`config.mk`:
```
export PLATFORM = sky130hd
export DESIGN_NAME = serial_datapoint_link_master_core
export DESIGN_NICKNAME = d
export VERILOG_FILES = /design/src/sdlm_pkg.sv /design/src/sdlm_ctrl.sv /design/src/sdlm_datapath.sv /design/src/serial_datapoint_link_master_core.sv
export SDC_FILE = /design/constraint.sdc
export NUM_CORES = 1
export LEC_CHECK = 0
export BUFFER_PORTS_ARGS = -buffer_cell sky130_fd_sc_hd__buf_2
export CELL_PAD_IN_SITES_DETAIL_PLACEMENT = 1
export CELL_PAD_IN_SITES_GLOBAL_PLACEMENT = 1
export CORE_MARGIN = 2
export CORE_UTILIZATION = 30
export DETAILED_ROUTE_END_ITERATION = 16
export PLACE_DENSITY_LB_ADDON = 0.1
export SETUP_SLACK_MARGIN = 0.3
export SLEW_MARGIN = 20
export SYNTH_ARGS = -nofsm -noshare
export SYNTH_HDL_FRONTEND = slang
export SYNTH_HIERARCHICAL = 1
export SYNTH_SLANG_ARGS = --single-unit
```
`constraint.sdc`:
```
create_clock -name clk_i -period 6.95 [get_ports clk_i]
set_input_delay 1.0425 -clock clk_i [delete_from_list [all_inputs] [get_ports clk_i]]
set_output_delay 1.0425 -clock clk_i [all_outputs]
set_load 0.005 [all_outputs]
```
`src/sdlm_pkg.sv`:
```
// Shared types, codes and constants of the serial datapoint link master.
`timescale 1ns / 1ps
package sdlm_pkg;

  localparam int unsigned MaxPayload = 8;
  localparam int unsigned FrameBytes = 16;

  localparam logic [1:0] MODE_TICK = 2'd0;
  localparam logic [1:0] MODE_RX   = 2'd1;
  localparam logic [1:0] MODE_REQ  = 2'd2;

  localparam logic [2:0] CFG_RESET_ACK  = 3'd0;
  localparam logic [2:0] CFG_ENABLE_ACK = 3'd1;
  localparam logic [2:0] CFG_RETRY_MIN  = 3'd2;
  localparam logic [2:0] CFG_KEEPALIVE  = 3'd3;
  localparam logic [2:0] CFG_RESPONSE   = 3'd4;

  localparam logic [2:0] EV_NONE   = 3'd0;
  localparam logic [2:0] EV_READ   = 3'd1;
  localparam logic [2:0] EV_WRITE  = 3'd2;
  localparam logic [2:0] EV_TMO    = 3'd3;
  localparam logic [2:0] EV_NACK   = 3'd4;
  localparam logic [2:0] EV_LEN    = 3'd5;
  localparam logic [2:0] EV_DEV    = 3'd6;
  localparam logic [2:0] EV_HSFAIL = 3'd7;

  localparam logic [7:0] B_RESET = 8'h04;
  localparam logic [7:0] B_NAK_R = 8'h05;
  localparam logic [7:0] B_ACK   = 8'h06;
  localparam logic [7:0] B_NACK  = 8'h15;
  localparam logic [7:0] B_SYN   = 8'h16;
  localparam logic [7:0] B_START = 8'h41;

  localparam logic [2:0] EM_NONE   = 3'd0;
  localparam logic [2:0] EM_EVENT  = 3'd1;
  localparam logic [2:0] EM_BYTE   = 3'd2;
  localparam logic [2:0] EM_ENABLE = 3'd3;
  localparam logic [2:0] EM_FRAME  = 3'd4;

  localparam logic [1:0] FOP_NONE  = 2'd0;
  localparam logic [1:0] FOP_CLEAR = 2'd1;
  localparam logic [1:0] FOP_RX    = 2'd2;
  localparam logic [1:0] FOP_START = 2'd3;

  localparam logic [2:0] FR_IGN  = 3'd0;
  localparam logic [2:0] FR_FULL = 3'd1;
  localparam logic [2:0] FR_NACK = 3'd2;
  localparam logic [2:0] FR_DROP = 3'd3;
  localparam logic [2:0] FR_DONE = 3'd4;

  typedef struct packed {
    logic [1:0]  mode;
    logic [7:0]  rx_value;
    logic [15:0] req_address;
    logic [3:0]  req_length;
    logic        req_write;
    logic [63:0] req_data;
  } sdlm_in_t;

  typedef struct packed {
    logic        tx_valid;
    logic [7:0]  tx_value;
    logic [2:0]  event_res;
    logic [63:0] result_data;
    logic [3:0]  result_length;
    logic        request_pending;
    logic        last;
  } sdlm_out_t;

  typedef struct packed {
    logic       load;
    logic       exec;
    logic       out_adv;
    logic       tick;
    logic       clr_idle;
    logic       clr_hs;
    logic       clr_retry;
    logic [1:0] frm_op;
    logic       take_req;
    logic       fin;
    logic [2:0] emit;
    logic [7:0] tx_byte;
    logic [2:0] ev;
  } cmd_t;

  typedef struct packed {
    logic [1:0] mode;
    logic [7:0] rx;
    logic       held_valid;
    logic       idle_gt_rst;
    logic       hs_gt_en;
    logic       idle_gt_keep;
    logic       idle_gt_resp;
    logic       retry_ge_min;
    logic [2:0] fr_res;
    logic [2:0] chk_ev;
    logic       em_last;
  } sts_t;

endpackage

```
`src/sdlm_ctrl.sv`:
```
// Link state machine and request sequencing of the serial datapoint link master.
`timescale 1ns / 1ps
module sdlm_ctrl (
  input  logic              clk_i,
  input  logic              rst_ni,
  input  logic              in_valid_i,
  output logic              in_ready_o,
  output logic              out_valid_o,
  input  logic              out_ready_i,
  input  sdlm_pkg::sts_t    sts_i,
  output sdlm_pkg::cmd_t    cmd_o
);

  localparam logic [3:0] S_RESET     = 4'd0;
  localparam logic [3:0] S_RESET_ACK = 4'd1;
  localparam logic [3:0] S_INIT      = 4'd2;
  localparam logic [3:0] S_INIT_ACK  = 4'd3;
  localparam logic [3:0] S_IDLE      = 4'd4;
  localparam logic [3:0] S_SEND      = 4'd5;
  localparam logic [3:0] S_SEND_ACK  = 4'd6;
  localparam logic [3:0] S_RECV      = 4'd7;
  localparam logic [3:0] S_RECV_ACK  = 4'd8;

  localparam logic [1:0] P_IDLE = 2'd0;
  localparam logic [1:0] P_EXEC = 2'd1;
  localparam logic [1:0] P_EMIT = 2'd2;

  logic [3:0] state_q, state_d;
  logic [1:0] phase_q, phase_d;

  always_comb begin
    cmd_o       = '0;
    state_d     = state_q;
    phase_d     = phase_q;
    in_ready_o  = (phase_q == P_IDLE);
    out_valid_o = (phase_q == P_EMIT);
    case (phase_q)
      P_IDLE: begin
        cmd_o.load = in_valid_i;
        if (in_valid_i) phase_d = P_EXEC;
      end
      P_EXEC: begin
        cmd_o.exec = 1'b1;
        cmd_o.emit = sdlm_pkg::EM_NONE;
        phase_d    = P_EMIT;
        case (sts_i.mode)
          sdlm_pkg::MODE_TICK: begin
            cmd_o.tick = 1'b1;
            case (state_q)
              S_RESET_ACK: begin
                if (sts_i.idle_gt_rst) begin
                  cmd_o.emit = sdlm_pkg::EM_EVENT;
                  cmd_o.ev   = sdlm_pkg::EV_HSFAIL;
                  state_d    = S_RESET;
                end
              end
              S_INIT: begin
                cmd_o.emit      = sdlm_pkg::EM_ENABLE;
                cmd_o.clr_idle  = 1'b1;
                cmd_o.clr_hs    = 1'b1;
                cmd_o.clr_retry = 1'b1;
                state_d         = S_INIT_ACK;
              end
              S_INIT_ACK: begin
                if (sts_i.hs_gt_en) begin
                  cmd_o.emit = sdlm_pkg::EM_EVENT;
                  cmd_o.ev   = sdlm_pkg::EV_HSFAIL;
                  state_d    = S_RESET;
                end
              end
              S_IDLE: begin
                if (sts_i.held_valid) state_d = S_SEND;
                else if (sts_i.idle_gt_keep) state_d = S_INIT;
              end
              S_SEND: begin
                cmd_o.frm_op = sdlm_pkg::FOP_CLEAR;
                if (!sts_i.held_valid) begin
                  state_d = S_IDLE;
                end else begin
                  cmd_o.emit     = sdlm_pkg::EM_FRAME;
                  cmd_o.clr_idle = 1'b1;
                  state_d        = S_SEND_ACK;
                end
              end
              S_SEND_ACK, S_RECV: begin
                if (sts_i.held_valid && sts_i.idle_gt_resp) begin
                  cmd_o.emit     = sdlm_pkg::EM_EVENT;
                  cmd_o.ev       = sdlm_pkg::EV_TMO;
                  cmd_o.fin      = 1'b1;
                  cmd_o.frm_op   = sdlm_pkg::FOP_CLEAR;
                  cmd_o.clr_idle = 1'b1;
                  state_d        = S_RESET;
                end
              end
              S_RECV_ACK: begin
                cmd_o.emit     = sdlm_pkg::EM_BYTE;
                cmd_o.tx_byte  = sdlm_pkg::B_ACK;
                cmd_o.clr_idle = 1'b1;
                state_d        = S_IDLE;
              end
              default: begin
                cmd_o.emit     = sdlm_pkg::EM_BYTE;
                cmd_o.tx_byte  = sdlm_pkg::B_RESET;
                cmd_o.clr_idle = 1'b1;
                state_d        = S_RESET_ACK;
              end
            endcase
          end
          sdlm_pkg::MODE_RX: begin
            case (state_q)
              S_RESET_ACK: begin
                if (sts_i.rx == sdlm_pkg::B_NAK_R || sts_i.rx == sdlm_pkg::B_ACK) begin
                  cmd_o.clr_idle = 1'b1;
                  state_d        = S_INIT;
                end
              end
              S_INIT_ACK: begin
                if (sts_i.rx == sdlm_pkg::B_ACK) begin
                  cmd_o.clr_idle = 1'b1;
                  state_d        = S_IDLE;
                end else if (sts_i.rx == sdlm_pkg::B_NAK_R) begin
                  if (sts_i.retry_ge_min) begin
                    cmd_o.emit      = sdlm_pkg::EM_ENABLE;
                    cmd_o.clr_retry = 1'b1;
                  end
                end else if (sts_i.rx == sdlm_pkg::B_NACK) begin
                  cmd_o.emit = sdlm_pkg::EM_EVENT;
                  cmd_o.ev   = sdlm_pkg::EV_HSFAIL;
                  state_d    = S_RESET;
                end
              end
              S_SEND_ACK: begin
                if (sts_i.rx == sdlm_pkg::B_ACK) begin
                  cmd_o.clr_idle = 1'b1;
                  state_d        = S_RECV;
                end else if (sts_i.rx == sdlm_pkg::B_START) begin
                  cmd_o.frm_op = sdlm_pkg::FOP_START;
                  state_d      = S_RECV;
                end else if (sts_i.rx == sdlm_pkg::B_NACK) begin
                  cmd_o.emit     = sdlm_pkg::EM_EVENT;
                  cmd_o.ev       = sdlm_pkg::EV_NACK;
                  cmd_o.fin      = 1'b1;
                  cmd_o.clr_idle = 1'b1;
                  state_d        = S_IDLE;
                end
              end
              S_RECV: begin
                cmd_o.frm_op = sdlm_pkg::FOP_RX;
                case (sts_i.fr_res)
                  sdlm_pkg::FR_FULL: begin
                    cmd_o.emit = sdlm_pkg::EM_EVENT;
                    cmd_o.ev   = sdlm_pkg::EV_LEN;
                    cmd_o.fin  = 1'b1;
                    state_d    = S_RESET;
                  end
                  sdlm_pkg::FR_NACK: begin
                    cmd_o.emit    = sdlm_pkg::EM_BYTE;
                    cmd_o.tx_byte = sdlm_pkg::B_NACK;
                  end
                  sdlm_pkg::FR_DROP: state_d = S_IDLE;
                  sdlm_pkg::FR_DONE: begin
                    cmd_o.emit = sdlm_pkg::EM_EVENT;
                    cmd_o.ev   = sts_i.chk_ev;
                    cmd_o.fin  = 1'b1;
                    state_d    = S_RECV_ACK;
                  end
                  default: ;
                endcase
              end
              default: ;
            endcase
          end
          sdlm_pkg::MODE_REQ: cmd_o.take_req = 1'b1;
          default: ;
        endcase
      end
      P_EMIT: begin
        cmd_o.out_adv = out_ready_i;
        if (out_ready_i && sts_i.em_last) phase_d = P_IDLE;
      end
      default: phase_d = P_IDLE;
    endcase
  end

  always_ff @(posedge clk_i or negedge rst_ni) begin
    if (!rst_ni) begin
      state_q <= S_RESET;
      phase_q <= P_IDLE;
    end else begin
      state_q <= state_d;
      phase_q <= phase_d;
    end
  end

endmodule

```
`src/sdlm_datapath.sv`:
```
// Counters, held request, frame store and result generation of the link master.
`timescale 1ns / 1ps
module sdlm_datapath (
  input  logic                clk_i,
  input  logic                rst_ni,
  input  sdlm_pkg::sdlm_in_t  in_req_i,
  input  logic                cfg_we_i,
  input  logic [2:0]          cfg_index_i,
  input  logic [15:0]         cfg_data_i,
  input  sdlm_pkg::cmd_t      cmd_i,
  output sdlm_pkg::sts_t      sts_o,
  output sdlm_pkg::sdlm_out_t out_rsp_o
);

  sdlm_pkg::sdlm_in_t in_q;

  logic [15:0] cfg_rst_q, cfg_en_q, cfg_retry_q, cfg_keep_q, cfg_resp_q;
  logic [15:0] idle_q, idle_d, hs_q, hs_d, retry_q, retry_d;
  logic [15:0] idle_inc, hs_inc, retry_inc;

  logic        held_valid_q, held_write_q;
  logic [15:0] held_addr_q;
  logic [3:0]  held_len_q;
  logic [63:0] held_data_q;

  logic [7:0]  store_q [16];
  logic [4:0]  cnt_q, cnt_d, tot_q, tot_d;
  logic [7:0]  rsum_q, rsum_d;
  logic        st_we, fr_idle_clr;
  logic [2:0]  fr_res;
  logic [4:0]  cnt_n;
  logic [8:0]  len_tot;

  logic [3:0]  msgid;
  logic [4:0]  fct;
  logic [7:0]  plen;
  logic [15:0] rx_addr;
  logic [2:0]  chk_ev;
  logic [63:0] chk_data;

  logic [2:0]  em_kind_q, em_ev_q;
  logic [3:0]  em_idx_q, em_last_idx;
  logic [7:0]  em_byte_q, tx_sum_q, tx_byte;
  logic [63:0] em_data_q;
  logic [3:0]  em_len_q;
  logic [2:0]  dsel;
  logic        em_last;

  assign idle_inc  = (idle_q == 16'hFFFF) ? idle_q : idle_q + 16'd1;
  assign hs_inc    = (hs_q == 16'hFFFF) ? hs_q : hs_q + 16'd1;
  assign retry_inc = (retry_q == 16'hFFFF) ? retry_q : retry_q + 16'd1;

  assign msgid   = store_q[2][3:0];
  assign fct     = store_q[3][4:0];
  assign plen    = store_q[6];
  assign rx_addr = {store_q[4], store_q[5]};

  always_comb begin
    chk_data = '0;
    for (int i = 0; i < 8; i++) begin
      if (8'(i) < plen) chk_data[8*i +: 8] = store_q[4'(7 + i)];
    end
    if (rx_addr != held_addr_q || msgid != 4'h1) begin
      chk_ev = sdlm_pkg::EV_DEV;
    end else if (fct == 5'h01) begin
      if (held_write_q) chk_ev = sdlm_pkg::EV_DEV;
      else if (plen != {4'd0, held_len_q} || ({1'b0, plen} + 9'd8) != {4'd0, tot_q})
        chk_ev = sdlm_pkg::EV_LEN;
      else chk_ev = sdlm_pkg::EV_READ;
    end else if (fct == 5'h02) begin
      if (!held_write_q) chk_ev = sdlm_pkg::EV_DEV;
      else if (plen != {4'd0, held_len_q} || tot_q != 5'd8) chk_ev = sdlm_pkg::EV_LEN;
      else chk_ev = sdlm_pkg::EV_WRITE;
    end else begin
      chk_ev = sdlm_pkg::EV_DEV;
    end
  end

  always_comb begin
    cnt_d       = cnt_q;
    tot_d       = tot_q;
    rsum_d      = rsum_q;
    st_we       = 1'b0;
    fr_idle_clr = 1'b0;
    fr_res      = sdlm_pkg::FR_IGN;
    cnt_n       = cnt_q + 5'd1;
    len_tot     = {1'b0, in_q.rx_value} + 9'd3;
    if (cnt_q == 5'd0) begin
      if (in_q.rx_value == sdlm_pkg::B_START) begin
        cnt_d       = 5'd1;
        tot_d       = 5'd0;
        rsum_d      = 8'd0;
        fr_idle_clr = 1'b1;
      end
    end else if (cnt_q >= 5'(sdlm_pkg::FrameBytes)) begin
      fr_res = sdlm_pkg::FR_FULL;
      cnt_d  = 5'd0;
      tot_d  = 5'd0;
    end else begin
      st_we       = 1'b1;
      fr_idle_clr = 1'b1;
      cnt_d       = cnt_n;
      rsum_d      = rsum_q + in_q.rx_value;
      if (cnt_n == 5'd2) begin
        if (len_tot < 9'd8 || len_tot > 9'(sdlm_pkg::FrameBytes)) begin
          cnt_d = 5'd0;
          tot_d = 5'd0;
          if (in_q.rx_value == sdlm_pkg::B_START) begin
            cnt_d  = 5'd1;
            rsum_d = 8'd0;
          end
        end else begin
          tot_d = len_tot[4:0];
        end
      end else if (tot_q != 5'd0 && cnt_n >= tot_q) begin
        cnt_d = 5'd0;
        tot_d = 5'd0;
        if (rsum_q != in_q.rx_value) fr_res = sdlm_pkg::FR_NACK;
        else if (!held_valid_q) fr_res = sdlm_pkg::FR_DROP;
        else fr_res = sdlm_pkg::FR_DONE;
      end
    end
  end

  always_comb begin
    idle_d  = idle_q;
    hs_d    = hs_q;
    retry_d = retry_q;
    if (cmd_i.tick) begin
      idle_d  = idle_inc;
      hs_d    = hs_inc;
      retry_d = retry_inc;
    end
    if (cmd_i.clr_idle) idle_d = '0;
    if (cmd_i.clr_hs) hs_d = '0;
    if (cmd_i.clr_retry) retry_d = '0;
    if (cmd_i.frm_op == sdlm_pkg::FOP_START) idle_d = '0;
    if (cmd_i.frm_op == sdlm_pkg::FOP_RX && fr_idle_clr) idle_d = '0;
  end

  always_ff @(posedge clk_i or negedge rst_ni) begin
    if (!rst_ni) begin
      cfg_rst_q    <= 16'd5000;
      cfg_en_q     <= 16'd5000;
      cfg_retry_q  <= 16'd100;
      cfg_keep_q   <= 16'd5000;
      cfg_resp_q   <= 16'd5000;
      idle_q       <= '0;
      hs_q         <= '0;
      retry_q      <= '0;
      held_valid_q <= 1'b0;
      held_write_q <= 1'b0;
      held_addr_q  <= '0;
      held_len_q   <= '0;
      held_data_q  <= '0;
      cnt_q        <= '0;
      tot_q        <= '0;
      rsum_q       <= '0;
      em_kind_q    <= sdlm_pkg::EM_NONE;
      em_idx_q     <= '0;
    end else begin
      if (cfg_we_i) begin
        case (cfg_index_i)
          sdlm_pkg::CFG_RESET_ACK:  cfg_rst_q   <= cfg_data_i;
          sdlm_pkg::CFG_ENABLE_ACK: cfg_en_q    <= cfg_data_i;
          sdlm_pkg::CFG_RETRY_MIN:  cfg_retry_q <= cfg_data_i;
          sdlm_pkg::CFG_KEEPALIVE:  cfg_keep_q  <= cfg_data_i;
          sdlm_pkg::CFG_RESPONSE:   cfg_resp_q  <= cfg_data_i;
          default: ;
        endcase
      end
      if (cmd_i.exec) begin
        idle_q    <= idle_d;
        hs_q      <= hs_d;
        retry_q   <= retry_d;
        em_kind_q <= cmd_i.emit;
        em_idx_q  <= '0;
        if (cmd_i.fin) held_valid_q <= 1'b0;
        if (cmd_i.take_req && !held_valid_q &&
            in_q.req_length <= 4'(sdlm_pkg::MaxPayload)) begin
          held_valid_q <= 1'b1;
          held_addr_q  <= in_q.req_address;
          held_len_q   <= in_q.req_length;
          held_write_q <= in_q.req_write;
          held_data_q  <= in_q.req_data;
        end
        case (cmd_i.frm_op)
          sdlm_pkg::FOP_CLEAR: begin
            cnt_q <= '0;
            tot_q <= '0;
          end
          sdlm_pkg::FOP_START: begin
            cnt_q  <= 5'd1;
            tot_q  <= '0;
            rsum_q <= '0;
          end
          sdlm_pkg::FOP_RX: begin
            cnt_q  <= cnt_d;
            tot_q  <= tot_d;
            rsum_q <= rsum_d;
          end
          default: ;
        endcase
      end else if (cmd_i.out_adv && !em_last) begin
        em_idx_q <= em_idx_q + 4'd1;
      end
    end
  end

  always_ff @(posedge clk_i) begin
    if (cmd_i.load) in_q <= in_req_i;
    if (cmd_i.exec && cmd_i.frm_op == sdlm_pkg::FOP_RX && st_we)
      store_q[cnt_q[3:0]] <= in_q.rx_value;
    if (cmd_i.exec) begin
      em_byte_q <= cmd_i.tx_byte;
      em_ev_q   <= cmd_i.ev;
      tx_sum_q  <= '0;
      if (cmd_i.ev == sdlm_pkg::EV_READ) begin
        em_data_q <= chk_data;
        em_len_q  <= plen[3:0];
      end else if (cmd_i.ev == sdlm_pkg::EV_WRITE) begin
        em_data_q <= held_data_q;
        em_len_q  <= held_len_q;
      end else begin
        em_data_q <= '0;
        em_len_q  <= '0;
      end
    end else if (cmd_i.out_adv && em_idx_q != 4'd0) begin
      tx_sum_q <= tx_sum_q + tx_byte;
    end
  end

  always_comb begin
    case (em_kind_q)
      sdlm_pkg::EM_ENABLE: em_last_idx = 4'd2;
      sdlm_pkg::EM_FRAME:  em_last_idx = held_write_q ? 4'd7 + held_len_q : 4'd7;
      default:             em_last_idx = 4'd0;
    endcase
  end

  assign em_last = (em_idx_q == em_last_idx);
  assign dsel    = 3'(em_idx_q - 4'd7);

  always_comb begin
    tx_byte = '0;
    case (em_kind_q)
      sdlm_pkg::EM_BYTE:   tx_byte = em_byte_q;
      sdlm_pkg::EM_ENABLE: tx_byte = (em_idx_q == 4'd0) ? sdlm_pkg::B_SYN : 8'h00;
      sdlm_pkg::EM_FRAME: begin
        case (em_idx_q)
          4'd0: tx_byte = sdlm_pkg::B_START;
          4'd1: tx_byte = held_write_q ? 8'd5 + {4'd0, held_len_q} : 8'd5;
          4'd2: tx_byte = 8'h00;
          4'd3: tx_byte = held_write_q ? 8'h02 : 8'h01;
          4'd4: tx_byte = held_addr_q[15:8];
          4'd5: tx_byte = held_addr_q[7:0];
          4'd6: tx_byte = {4'd0, held_len_q};
          default: tx_byte = em_last ? tx_sum_q : 8'(held_data_q >> {dsel, 3'b000});
        endcase
      end
      default: tx_byte = '0;
    endcase
  end

  always_comb begin
    out_rsp_o.tx_valid        = (em_kind_q == sdlm_pkg::EM_BYTE) ||
                                (em_kind_q == sdlm_pkg::EM_ENABLE) ||
                                (em_kind_q == sdlm_pkg::EM_FRAME);
    out_rsp_o.tx_value        = tx_byte;
    out_rsp_o.event_res       = (em_kind_q == sdlm_pkg::EM_EVENT) ? em_ev_q : sdlm_pkg::EV_NONE;
    out_rsp_o.result_data     = (em_kind_q == sdlm_pkg::EM_EVENT) ? em_data_q : '0;
    out_rsp_o.result_length   = (em_kind_q == sdlm_pkg::EM_EVENT) ? em_len_q : '0;
    out_rsp_o.request_pending = held_valid_q;
    out_rsp_o.last            = em_last;
  end

  always_comb begin
    sts_o.mode         = in_q.mode;
    sts_o.rx           = in_q.rx_value;
    sts_o.held_valid   = held_valid_q;
    sts_o.idle_gt_rst  = idle_inc > cfg_rst_q;
    sts_o.hs_gt_en     = hs_inc > cfg_en_q;
    sts_o.idle_gt_keep = idle_inc > cfg_keep_q;
    sts_o.idle_gt_resp = idle_inc > cfg_resp_q;
    sts_o.retry_ge_min = retry_q >= cfg_retry_q;
    sts_o.fr_res       = fr_res;
    sts_o.chk_ev       = chk_ev;
    sts_o.em_last      = em_last;
  end

endmodule

```
`src/serial_datapoint_link_master_core.sv`:
```
// Top level of the serial datapoint link master.
//
//   channel | signals                         | moves
//   in      | in_valid_i, in_ready_o, in_req_i | one tick, byte or request
//   out     | out_valid_o, out_ready_i, out_rsp_o | one result
//   cfg     | cfg_valid_i, cfg_ready_o, cfg_index_i, cfg_data_i | register write
//
// An input is captured, then executed, and then its results (1 to 16) go out in
// turn while the output side takes them. The result sequencer in the datapath
// sets the number of results. Reset is asynchronous and puts the link in its
// reset state with registers at defaults. A stalled output holds the current
// result; no input is taken until the last.
`timescale 1ns / 1ps
module serial_datapoint_link_master_core (
  input  logic                clk_i,
  input  logic                rst_ni,
  input  logic                in_valid_i,
  output logic                in_ready_o,
  input  sdlm_pkg::sdlm_in_t  in_req_i,
  output logic                out_valid_o,
  input  logic                out_ready_i,
  output sdlm_pkg::sdlm_out_t out_rsp_o,
  input  logic                cfg_valid_i,
  output logic                cfg_ready_o,
  input  logic [2:0]          cfg_index_i,
  input  logic [15:0]         cfg_data_i
);

  sdlm_pkg::cmd_t cmd;
  sdlm_pkg::sts_t sts;

  assign cfg_ready_o = 1'b1;

  sdlm_ctrl u_ctrl (
    .clk_i       (clk_i),
    .rst_ni      (rst_ni),
    .in_valid_i  (in_valid_i),
    .in_ready_o  (in_ready_o),
    .out_valid_o (out_valid_o),
    .out_ready_i (out_ready_i),
    .sts_i       (sts),
    .cmd_o       (cmd)
  );

  sdlm_datapath u_datapath (
    .clk_i       (clk_i),
    .rst_ni      (rst_ni),
    .in_req_i    (in_req_i),
    .cfg_we_i    (cfg_valid_i),
    .cfg_index_i (cfg_index_i),
    .cfg_data_i  (cfg_data_i),
    .cmd_i       (cmd),
    .sts_o       (sts),
    .out_rsp_o   (out_rsp_o)
  );

endmodule
```
==> flow_summary.json <==
{
  "status": "complete, no violations",
  "cts_buffers": 68,
  "gp_congestion": 0.798,
  "finalHoldViolCount": 0,
  "clk_path_buf_depth": 3,
  "crit_slowest_cell": "a21oi_1",
  "start_kind": "flip-flop",
  "final_cell_mix": "edfxtp_1 (271), dfrtp_1 (222), buf_2 (201)",
  "rows": 107,
  "syn_to_final_growth_pct": 17.5,
  "first_iter_violations": 931,
  "post_drt_wl_per_cell_um": 22.8,
  "dp.cells": 3406,
  "cts.repair.resized": 0,
  "grt_usage": 0.184,
  "via_count": 17600,
  "fin_ws_ns": 0.867,
  "cpMostUsedCell": "o21a_1",
  "max_freq_mhz": 164,
  "path_max_fanout": 9,
  "boundaryPins": 204,
  "skew_ns": 0.0369,
  "setup_viol": 0,
  "ir_worst_vdd_mv": 0.177,
  "grt_pass1_wl_um": 120000,
  "wl_um": 80500,
  "synth_top_family_by_area": "simple AND/OR/NAND/NOR gates",
  "ys_ff_latch": 524,
  "ant_nets": 0,
  "tightest_slew_ns": 1.09,
  "die_h_um": 296,
  "drt_first_pass_iters": 6,
  "period_share": 0.875,
  "clock-root-buffer": "clkbuf_16",
  "synth_edf_count": 271,
  "holdWs_ns": 0.367,
  "dp_hpwl_um": 56800,
  "viasPerCell": 4.99,
  "overflow": 0,
  "nets": 2569,
  "ys_seq_area_frac": 0.565,
  "synth_compound_area_frac": 0.119,
  "grt_pass1_vias": 18800,
  "rsz0062_at_grt": "yes",
  "initial_core_util": 0.302,
  "synth.cell_area_um2": 25600,
  "synthCells": 2143,
  "clock_sinks": 524,
  "drc": 0,
  "critPathArrivalTime_ns": 6.56,
  "path_cells": "and4_1, nand4_1, nor3_1, nand2b_1, nand2_1, nand2_1, ha_1, nor2b_1, o21a_1, o21a_1, o21a_1, o21a_1, o211ai_1, a211o_1, a21oi_1, mux2i_1, o31ai_1, nand3_1, a21oi_1, nand2_1, a21oi_1, a22o_1",
  "critical-path-top-delay-family": "compound AO/OA/AOI/OAI gates",
  "max_slew_margin": 0.276,
  "max_stage_delay_ns": 0.81,
  "fin_cells": 3533,
  "dieArea_um2": 87700,
  "fin_setup_tns_ns": 0,
  "post-place-ws_ns": 0.892,
  "crit_buf_inv": 0,
  "clkTransAtPathRegs_ns": 0.06,
  "p_leak_nw": 12.6,
  "cts_tree": "built",
  "post-route-min-period_ns": 6.08,
  "grt_antenna_before_repair": 5,
  "ctsHoldBuffers": 0,
  "ys_types": 96,
  "layout_commonest_cell": "edfxtp_1",
  "synthMuxAreaShare": 0.0694,
  "final_util": 0.354,
  "power_density_nw_per_um2": 317,
  "portBuffers": 202,
  "required_ns": 7.42,
  "die_w_um": 296,
  "syn_area_per_cell_um2": 12.0,
  "htree_num_levels": 3,
  "ys_warn_count": 6,
  "async_reset_ff_frac": 0.468,
  "synth_simple_gate_area_share": 0.122,
  "core_area_um2": 84900,
  "insertion_delay_ns": 0.62,
  "grt_max_degree": 121,
  "synth_xor_area_frac": 0.0303,
  "synth_flop_cell": "edfxtp_1",
  "synth-adder-area-share": 0.0577,
  "worstSetupEndpointType": "flip-flop",
  "crit_type": "flip-flop to flip-flop",
  "cap_violations": 0,
  "drv_slew": 0,
  "hp-class": "primary input to asynchronous set/reset pin",
  "drive_above_1_share": 0.217
}
## power by group
group          switching [W]  total [W]  internal [W]
Sequential          0.000444    0.00433       0.00388
Combinational        0.00101    0.00166      0.000653
Clock                0.00143    0.00355       0.00212
## through the flow
| step | total power [W] | area [um^2] |
|---|---|---|
| after floorplan | 0.00530 | 25600 |
| after global placement | 0.00604 | 27800 |
| after detailed placement | 0.00608 | 27800 |
| after CTS | 0.00971 | 30100 |
| after global routing | 0.0100 | 30100 |
| final | 0.00954 | 30100 |
## cells by family after synthesis
family | count (synthesis)
muxes | 143
AOI/OAI and AO/OA | 451
and+or+nand+nor | 600
DFF | 524
buffers and inverters | 219
adders and majority gates | 117
other | 2
xor gates and xnor gates | 87
## metal layers
layer | global-route usage | part of all wire
met5 | 0 | 0
met1 | 0.252 | 0.46
met3 | 0.0281 | 0.042
met2 | 0.303 | 0.48
met4 | 0.0469 | 0.017
## area by class of cell
cell class,instances,area (um^2)
Multi-Input combinational cell,1403,10300
Clock inverter,28,364
Timing Repair Buffer,227,1230
Inverter,109,414
Antenna cell,2,5.00
Sequential cell,524,14500
Tap cell,1144,1430
Fill cell,9165,54800
Clock buffer,96,1910
## final timing paths
kind | from | endpoint | slack [ns] | cells past startpoint
worst max-delay path | u_datapath/hs_q[4]$_DFFE_PN0P_ | u_datapath/em_data_q[54]$_DFFE_PP_ | 0.87 | 22
worst min-delay path | rst_ni | u_datapath/hs_q[15]$_DFFE_PN0P_ | 0.37 | 1
worst max register to register | u_datapath/hs_q[4]$_DFFE_PN0P_ | u_datapath/em_data_q[54]$_DFFE_PP_ | 0.87 | 22
worst min register to register | u_datapath/in_q[59]$_DFFE_PP_ | u_datapath/held_data_q[59]$_DFFE_PN0P_ | 0.47 | 1
max in group asynchronous | rst_ni | u_datapath/held_write_q$_DFFE_PN0P_ | 5.16 | 2
min in group clk_i | u_datapath/in_q[59]$_DFFE_PP_ | u_datapath/held_data_q[59]$_DFFE_PN0P_ | 0.47 | 1
## what timing repair did
action                                  in CTS  in global routing
hold endpoints to repair                     0                  0
endpoints found under the setup margin       0                  7
buffers inserted                             0                  0
## sequential cells by signal (all words and copies together), names as in the netlist, 5 cells and up
name / cells
u_datapath/in_q: 85
u_datapath/em_byte_q: 8
u_datapath/cfg_retry_q: 16
u_datapath/cfg_resp_q: 16
u_datapath/rsum_q: 8
u_datapath/sts_o: 10
u_datapath/em_data_q: 64
u_datapath/store_q: 97
u_datapath/tot_q: 5
u_datapath/cfg_keep_q: 16
u_datapath/hs_q: 16
u_datapath/cnt_q: 5
u_datapath/tx_sum_q: 8
u_datapath/cfg_en_q: 16
u_datapath/idle_q: 16
u_datapath/cfg_rst_q: 16
u_datapath/held_data_q: 64
u_datapath/held_addr_q: 16
u_datapath/retry_q: 16
## cell usage after synthesis (5+ instances only)
library cell | instances | area share
a32o_1 | 5 | 0.0020
nor3b_1 | 10 | 0.0029
mux2_2 | 110 | 0.048
nand4_1 | 29 | 0.0071
a22o_1 | 91 | 0.031
xnor2_1 | 52 | 0.018
and2_1 | 85 | 0.021
nor3_1 | 45 | 0.0088
or3_1 | 8 | 0.0020
buf_2 | 14 | 0.0027
o21a_1 | 14 | 0.0041
nand2_1 | 161 | 0.024
o21ai_1 | 5 | 0.00098
xor2_1 | 33 | 0.011
a31oi_1 | 8 | 0.0020
o211ai_1 | 5 | 0.0015
nand3_1 | 36 | 0.0070
dfxtp_1 | 8 | 0.0063
a22oi_1 | 6 | 0.0018
clkbuf_1 | 71 | 0.010
nor4_1 | 15 | 0.0037
mux4_2 | 16 | 0.014
a211oi_1 | 8 | 0.0023
a21o_1 | 29 | 0.0085
edfxtp_1 | 271 | 0.32
inv_1 | 107 | 0.016
nand2b_1 | 27 | 0.0066
nor4b_1 | 6 | 0.0021
dfstp_2 | 23 | 0.024
a21oi_1 | 87 | 0.017
and3_1 | 22 | 0.0054
buf_4 | 21 | 0.0062
o31ai_1 | 5 | 0.0015
nor2_1 | 102 | 0.015
mux2i_1 | 13 | 0.0051
nor2b_1 | 24 | 0.0059
dfrtp_1 | 222 | 0.22
ha_1 | 115 | 0.056
o21ai_0 | 134 | 0.026
No activity file was read; power rests on OpenSTA's default activity.
